===== config.mk =====
export PLATFORM = sky130hd
export DESIGN_NAME = rri_ram
export DESIGN_NICKNAME = d
export VERILOG_FILES = /design/src/hw/rtl/rri_ram.sv
export SDC_FILE = /design/constraint.sdc
export NUM_CORES = 1
export LEC_CHECK = 0
export BUFFER_PORTS_ARGS = -buffer_cell sky130_fd_sc_hd__buf_2
export CAP_MARGIN = 20
export CORE_ASPECT_RATIO = 1.1
export CORE_UTILIZATION = 50
export DETAILED_ROUTE_END_ITERATION = 12
export GPL_ROUTABILITY_DRIVEN = 0
export PLACE_DENSITY = 0.78
export SYNTH_ARGS = -nofsm -noshare
export SYNTH_HDL_FRONTEND = slang
export SYNTH_SLANG_ARGS = --single-unit

===== constraint.sdc =====
create_clock -name clk -period 2.8 [get_ports clk]
set_clock_uncertainty 0.05 [all_clocks]
set_input_delay 0.14 -clock clk [delete_from_list [all_inputs] [get_ports clk]]
set_output_delay 0.14 -clock clk [all_outputs]
set_load 0.02 [all_outputs]

===== src/hw/rtl/rri_ram.sv =====
// generic single port ram with registered read
module rri_ram #(
	parameter int unsigned WIDTH = 8,
	parameter int unsigned DEPTH = 16
) (
	input logic clk,
	input logic we,
	input logic [$clog2(DEPTH)-1:0] addr,
	input logic [WIDTH-1:0] wdata,
	output logic [WIDTH-1:0] rdata
);
	logic [WIDTH-1:0] mem [DEPTH];

	always_ff @(posedge clk) begin
		if (we) begin
			mem[addr] <= wdata;
		end
		rdata <= mem[addr];
	end
endmodule


==> impl_metrics.py <==
metrics = {
    "worst_setup_path": {
        "crit_required_ns": 3.14,
        "startpoint_type": "input pin",
        "arrival_ns": 1.79,
        "cpPeakStageDelay_ns": 0.53,
        "critPathKind": "in -> reg",
        "slowest_stage": "buf_2",
        "crit_fanout": 22,
        "crit_path_end_kind": "flop",
        "crit_chain": "buf_2, buf_12, mux4_2, a22oi_1, nand2_1",
    },
    "worst_hold_path": {
        "hold_class": "in -> reg",
    },
    "synthesis": {
        "synth_area_um2": 5067,
        "syn_nets": 244,
        "netlist.area_leader.share": 0.7585,
        "ys_ff_latch": 136,
        "synth_area_leaders": "edfxtp_1 76%, mux4_2 14%, dfxtp_1 3.2%",
        "synth-warning-count": 0,
        "synthCells": 230,
        "syn_area_per_cell_um2": 22.03,
        "synth_top_cell_by_area": "edfxtp_1",
        "synth.distinct_cells": 18,
        "yosysSeqAreaShare": 0.7901,
    },
    "sta": {
        "tightest_slew_ns": 0.7578,
        "slew_viol_final": 0,
        "fin_crit_sh": 0.5193,
        "fmax_mhz": 687.7,
        "max_slew_margin": 0.4937,
        "fin_ws_ns": 1.346,
        "rsz0062_at_grt": "false",
        "finalSetupViolCount": 0,
        "tns_ns": 0,
        "period_minus_slack_ns": 1.454,
        "hold_viol": 0,
        "hold_slack_ns": 0.1809,
    },
    "global_route": {
        "grt_pass1_vias": 2595,
        "grt_antenna_before_repair": 0,
        "grt_max_degree": 23,
        "grt_pass1_wl_um": 14450,
        "grt_usage": 0.1974,
        "overflow": 0,
    },
    "clock_tree": {
        "cts_hold_buf": 8,
        "numCtsBuffers": 17,
        "cts_setup_buffers": 0,
        "htree_levels": 4,
        "clk_pin_slew_ns": 0.06,
        "cts_max_path_buffers": 2,
        "ctsResizeCount": 0,
        "clk_latency_ns": 0.51,
        "clockRootBuffer": "clkbuf_8",
        "cts.sinks": 136,
        "cts_tree": "done",
    },
    "floorplan": {
        "die-area_um2": 10540,
        "io_pins": 22,
        "rows": 38,
        "die_w_um": 97.99,
        "die_y_um": 107.6,
        "start_util": 0.5149,
        "core-area_um2": 9842,
    },
    "status": {
        "violations": "design-rule violations",
        "run_status": "finished with violations",
    },
    "final_layout": {
        "layout-drive-gt1-share": 0.3390,
        "final_nets": 296,
        "final.fill_count": 654,
        "antenna_cells": 0,
        "utilization": 0.6255,
        "area_growth_pct": 21.48,
    },
    "detailed_routing": {
        "drt_iter0_drc": 140,
        "drt-total-wl_um": 9217,
        "drc": 2,
        "antenna_left": 0,
        "wl_per_cell_um": 22.21,
        "vias": 2412,
        "viasPerCell": 5.812,
        "firstDrtPassIters": 8,
    },
    "power_and_ir_drop": {
        "p_total_mw": 5.069,
        "power_density_nw_per_um2": 823.5,
        "p_leak_nw": 2.069,
        "seq_power_share": 0.451,
        "switchingPower_uw": 934.9,
        "clkPwrFrac": 0.504,
        "pwr-share-comb": 0.045,
        "intPower_mw": 4.134,
        "switching_share": 0.1844,
        "peakVddDrop_mv": 0.4441,
    },
    "place": {
        "post-dp-hpwl_um": 5569,
        "place_ws_ns": 0.8113,
        "io_buffers": 21,
    },
    "flow_run": {
        "drv_cap": 0,
    },
}
## per-stage QoR
stage,instances,instance area (um^2)
after CTS,414,6151
after floorplan,230,5067
final,415,6156
after detailed placement,374,5380
after global routing,415,6156
after global placement,374,5380
## cell families (layout without fill, tap and decap cells)
group           after synthesis  count (layout)  share of synthesized area
compound gates               16              16                    0.02370
flops                       136             136                     0.7901
simple gates                 35              35                    0.03210
mux                          32              32                     0.1422
buf+inv                      11              76                    0.01185
## worst max-delay path, delay by kind of cell
family | cells | cell delay, ns
simple gates | 1 | 0.10
buf+inv | 2 | 0.80
compound gates | 1 | 0.21
mux | 1 | 0.52
## final timing paths
path               from        end  slack [ns]  cells past startpoint
max reg2reg   mem[3][3]   rdata[3]        1.40                      3
min                  we  mem[4][7]        0.18                      3
min reg2reg  mem[12][5]   rdata[5]        0.61                      3
max             addr[0]   rdata[4]        1.35                      5
## per-layer routing
metal / wire (um) / part of all wire / global-route usage
met5: 0 / 0 / 0
met1: 3680 / 0.40 / 0.2436
met4: 176 / 0.019 / 0.08874
met2: 4801 / 0.52 / 0.3244
met3: 557 / 0.060 / 0.05909
## flip-flops by register name (all words and copies together), names as in the netlist
name,count
rdata,8
mem,128
## cell usage after synthesis
cell / n
nor2b_1: 2
nor3_1: 4
mux4_2: 32
edfxtp_1: 128
nand2b_1: 2
buf_1: 4
buf_6: 2
or3b_2: 1
nor2_1: 13
a22oi_1: 16
nand3b_1: 2
nand3_1: 1
buf_2: 2
and2_1: 1
clkbuf_1: 2
nand2_1: 9
clkbuf_2: 1
dfxtp_1: 8
## cell usage in the layout, fill, tap and decap left out, drive strengths merged, types with 2 or more instances in the layout
cell / count
nor3: 4
a22oi: 16
buf: 35
bufinv: 7
nor2b: 2
dlygate4sd3: 8
edfxtp: 128
nand2b: 2
clkbuf: 21
nor2: 13
dfxtp: 8
clkinv: 4
nand3b: 2
nand2: 9
mux4: 32
## layout make-up
type | count | area [um^2] | share of cell area
tap | 120 | 150.1 | 0.02439
sequential | 136 | 4004 | 0.6504
timing repair buffer | 44 | 307.8 | 0.05000
clock buffer | 20 | 445.4 | 0.07236
clock inverter | 12 | 245.2 | 0.03984
multi-input combinational | 83 | 1003 | 0.1630
## power by group through the flow
stage               clock, mW  combinational, mW  sequential (mW)
floorplan                   0              0.117             2.35
global placement            0              0.212             2.33
detailed placement          0              0.217             2.33
CTS                      2.59              0.230             2.29
global route             2.67              0.245             2.29
finish                   2.55              0.228             2.29
No activity file was read; power rests on OpenSTA's default activity.
