==> src/hw/rtl/rri_div.sv <==
// radix-2 restoring divider for the bpm quotient
module rri_div #(
	parameter int unsigned NUM_W = 30,
	parameter int unsigned DEN_W = 24
) (
	input logic clk,
	input logic arst_n,
	input logic start,
	input logic [NUM_W-1:0] num,
	input logic [DEN_W-1:0] den,
	output logic busy,
	output logic [NUM_W-1:0] quot
);
	localparam int unsigned CNT_W = $clog2(NUM_W + 1);

	logic [CNT_W-1:0] cnt_q;
	logic [DEN_W:0] rem_q;
	logic [NUM_W-1:0] quot_q;
	logic [DEN_W-1:0] den_q;
	logic [DEN_W:0] trial;
	logic [DEN_W:0] diff;

	assign trial = {rem_q[DEN_W-1:0], quot_q[NUM_W-1]};
	assign diff = trial - {1'b0, den_q};

	always_ff @(posedge clk or negedge arst_n) begin
		if (!arst_n) begin
			cnt_q <= '0;
		end else if (start) begin
			cnt_q <= CNT_W'(NUM_W);
		end else if (cnt_q != '0) begin
			cnt_q <= cnt_q - 1'b1;
		end
	end

	always_ff @(posedge clk) begin
		if (start) begin
			rem_q <= '0;
			quot_q <= num;
			den_q <= den;
		end else if (cnt_q != '0) begin
			if (!diff[DEN_W]) begin
				rem_q <= diff;
				quot_q <= {quot_q[NUM_W-2:0], 1'b1};
			end else begin
				rem_q <= trial;
				quot_q <= {quot_q[NUM_W-2:0], 1'b0};
			end
		end
	end

	assign busy = cnt_q != '0;
	assign quot = quot_q;
endmodule

==> config.mk <==
export PLATFORM = sky130hd
export DESIGN_NAME = rri_div
export DESIGN_NICKNAME = d
export VERILOG_FILES = /design/src/hw/rtl/rri_div.sv
export SDC_FILE = /design/constraint.sdc
export NUM_CORES = 1
export LEC_CHECK = 0
export ABC_AREA = 1
export BUFFER_PORTS_ARGS = -buffer_cell sky130_fd_sc_hd__buf_2
export CAP_MARGIN = 20
export CELL_PAD_IN_SITES_DETAIL_PLACEMENT = 1
export CELL_PAD_IN_SITES_GLOBAL_PLACEMENT = 1
export CORE_MARGIN = 3
export CORE_UTILIZATION = 25
export DETAILED_ROUTE_END_ITERATION = 8
export PLACE_DENSITY_LB_ADDON = 0.1
export SLEW_MARGIN = 15
export SYNTH_ARGS = -nofsm -noshare
export SYNTH_HDL_FRONTEND = slang
export SYNTH_SLANG_ARGS = --single-unit
==> constraint.sdc <==
create_clock -name clk -period 6.1 [get_ports clk]
set_input_delay 0.915 -clock clk [delete_from_list [all_inputs] [get_ports clk]]
set_output_delay 0.915 -clock clk [all_outputs]
set_load 0.01 [all_outputs]
==> results.cfg <==
[status]
outcome = completed

[cells_and_area]
final_core_util = 0.305
fin_nets = 966
layoutNonFillerInstCount = 1162
syn2layout_area_growth_pct = 18.6
final_layout_size_suffix_gt1_frac = 0.131
antenna_cells = 0

[clocking]
clkLatencyLatePin_ns = 0.36
cts_sinks = 83
clock_path_buffers = 2
cts_resized = 0
post_cts_buffers = 0
cts_tree = yes
clk_pin_slew_worst_paths_ns = 0.08
cts_buffers = 9
hold_buffers = 0
root_buffer = clkbuf_16
h-tree-depth = 3

[floorplan]
rows = 53
initial_core_util = 0.257
ios = 88
core_um2 = 21300
die_x_um = 154
dieArea_um2 = 23700
die_height_um = 154

[timing]
slew_viol_final = 0
tightest_slew_ns = 0.810
hold_ws_ns = 0.361
fin_skew_ns = 0.0101
slew_headroom = 0.458
rsz0062_at_grt = false
setup_viol = 0
hold_viol = 0
fin_setup_tns_ns = 0
fin_crit_sh = 0.493
fin_crit_ns = 3.01
fmax_mhz = 332

[synth]
syn_avg_cell_area_um2 = 6.83
synth_cell_types = 30
ys_ff_latch = 83
ys_seq_area_frac = 0.407
syn-num-nets = 885
synth_area_um2 = 5470
postSynthCellCount = 801
yosysWarnings = 0

[global_route]
grt_antenna_before_repair = 0
grt_usage = 0.147
grt_start_max_net_pins = 57
overflow = 0
grt_pass1_wl_um = 27800
grt_pass1_vias = 5332

[routing]
vias = 5002
routed_wl_um = 16800
ant_nets = 0
firstDrtPassIters = 4
wire_per_inst_um = 14.4
viasPerCell = 4.30
drt_iter0_drc = 181
drc = 0

[placed_design]
port_buffers = 87
gp_congestion = 0.832
dp_cells = 1146
place_hpwl_um = 12800

[power]
p_per_area_nw_per_um2 = 222
vdd_drop_max_uv = 105
p_total_w = 0.00144
switching_share = 0.280
switchingPower_w = 0.000403
p_seq_frac = 0.454
clockPowerShare = 0.416
power_leakage_nw = 3.66
combPwrFrac = 0.130
internal_power_w = 0.00104

[worst_setup_path]
cp-end-kind = primary output
crit_path_max_incr_delay_ns = 0.43
cp.required_ns = 5.18
startpoint_type = register
path_cells = inv_1, ha_1, nand3_2, buf_4, buf_2
cpMaxStageDelayCell = nand3_2
critPathArrivalTime_ns = 2.09
critPathMaxFanout = 27
crit_type = reg2out

[run]
drv_cap = 0

[min_path]
hp-class = in2async
==> through the flow <==
stage	instance area, um2	setup WS [ns]
floorplan	5470	3.90
global placement	6170	3.09
detailed placement	6170	3.05
CTS	6490	3.02
global route	6490	2.86
finish	6490	3.09
==> flip-flops by register name (all words and copies together), names as in the netlist <==
signal  count
quot       30
den_q      24
rem_q      24
cnt_q       5
==> cell usage in the layout, fill, tap and decap left out, types with 9 or more instances in the layout <==
master	n
inv_1	157
nand4_1	10
buf_2	87
o21ai_0	27
ha_1	26
dfxtp_1	24
nand3_1	68
a21oi_1	14
edfxtp_1	54
clkbuf_16	9
nand2_1	314
nor2_1	49
==> power groups by stage <==
stage / sequential, W / clock (W) / combinational [W]
finish: 0.000654 / 0.000599 / 0.000187
global route: 0.000658 / 0.000643 / 0.000218
CTS: 0.000654 / 0.000622 / 0.000193
detailed placement: 0.000665 / 0 / 0.000193
global placement: 0.000667 / 0 / 0.000192
floorplan: 0.000672 / 0 / 0.000105
==> cell type report <==
type | count | area (um2)
Clock inverter | 7 | 90.1
Clock buffer | 9 | 225
Fill cell | 2687 | 14800
Timing Repair Buffer | 91 | 465
Multi-Input combinational cell | 539 | 2540
Inverter | 158 | 593
Sequential cell | 83 | 2230
Tap cell | 275 | 344
==> Yosys cell counts (all sizes together) <==
cell | instances | area share
edfxtp | 54 | 0.30
nor2 | 51 | 0.036
or2 | 2 | 0.0023
nand4 | 11 | 0.014
a21oi | 14 | 0.013
ha | 26 | 0.059
o21ai | 27 | 0.025
nand3b | 2 | 0.0027
buf | 8 | 0.011
inv | 158 | 0.11
xnor2 | 2 | 0.0032
o31ai | 2 | 0.0027
fa | 1 | 0.0037
o211ai | 1 | 0.0014
nand3 | 70 | 0.065
nand2 | 317 | 0.22
nor4 | 2 | 0.0023
xor2 | 6 | 0.0096
dfrtp | 5 | 0.023
dfxtp | 24 | 0.088
clkbuf | 13 | 0.0096
and2 | 5 | 0.0057
==> worst max-delay path: cells and delay by family, from the launching register on <==
| kind | cells | cell delay [ns] |
|---|---|---|
| AND/OR/NAND/NOR | 1 | 0.43 |
| flip-flops | 1 | 0.36 |
| adder cells (fa/ha/maj) | 1 | 0.21 |
| buffers and inverters | 3 | 0.73 |
==> kinds of logic after synthesis <==
family	after synthesis	synth area share
fa+ha+maj	27	0.0631
buf+inv	179	0.129
xor+xnor	8	0.0128
simple gates	460	0.346
compound gates	44	0.0416
flops	83	0.407
==> path summary, 6_finish.rpt <==
kind	endpoint	cells past startpoint	start	slack, ns
worst max-delay path	busy	5	cnt_q[0]	3.09
worst min-delay path	cnt_q[3]	1	arst_n	0.36
worst max register to register	rem_q[4]	15	quot[29]	3.18
worst min register to register	cnt_q[4]	1	cnt_q[4]	0.49
max in group asynchronous	cnt_q[0]	1	arst_n	5.60
min in group clk	cnt_q[4]	1	cnt_q[4]	0.49
==> metal layers <==
metal  routed length, um  track usage
met5                   0            0
met4                 310       0.0509
met3                 644       0.0270
met2                7560        0.238
met1                8250        0.197
Power figures use the tool's default switching activity.
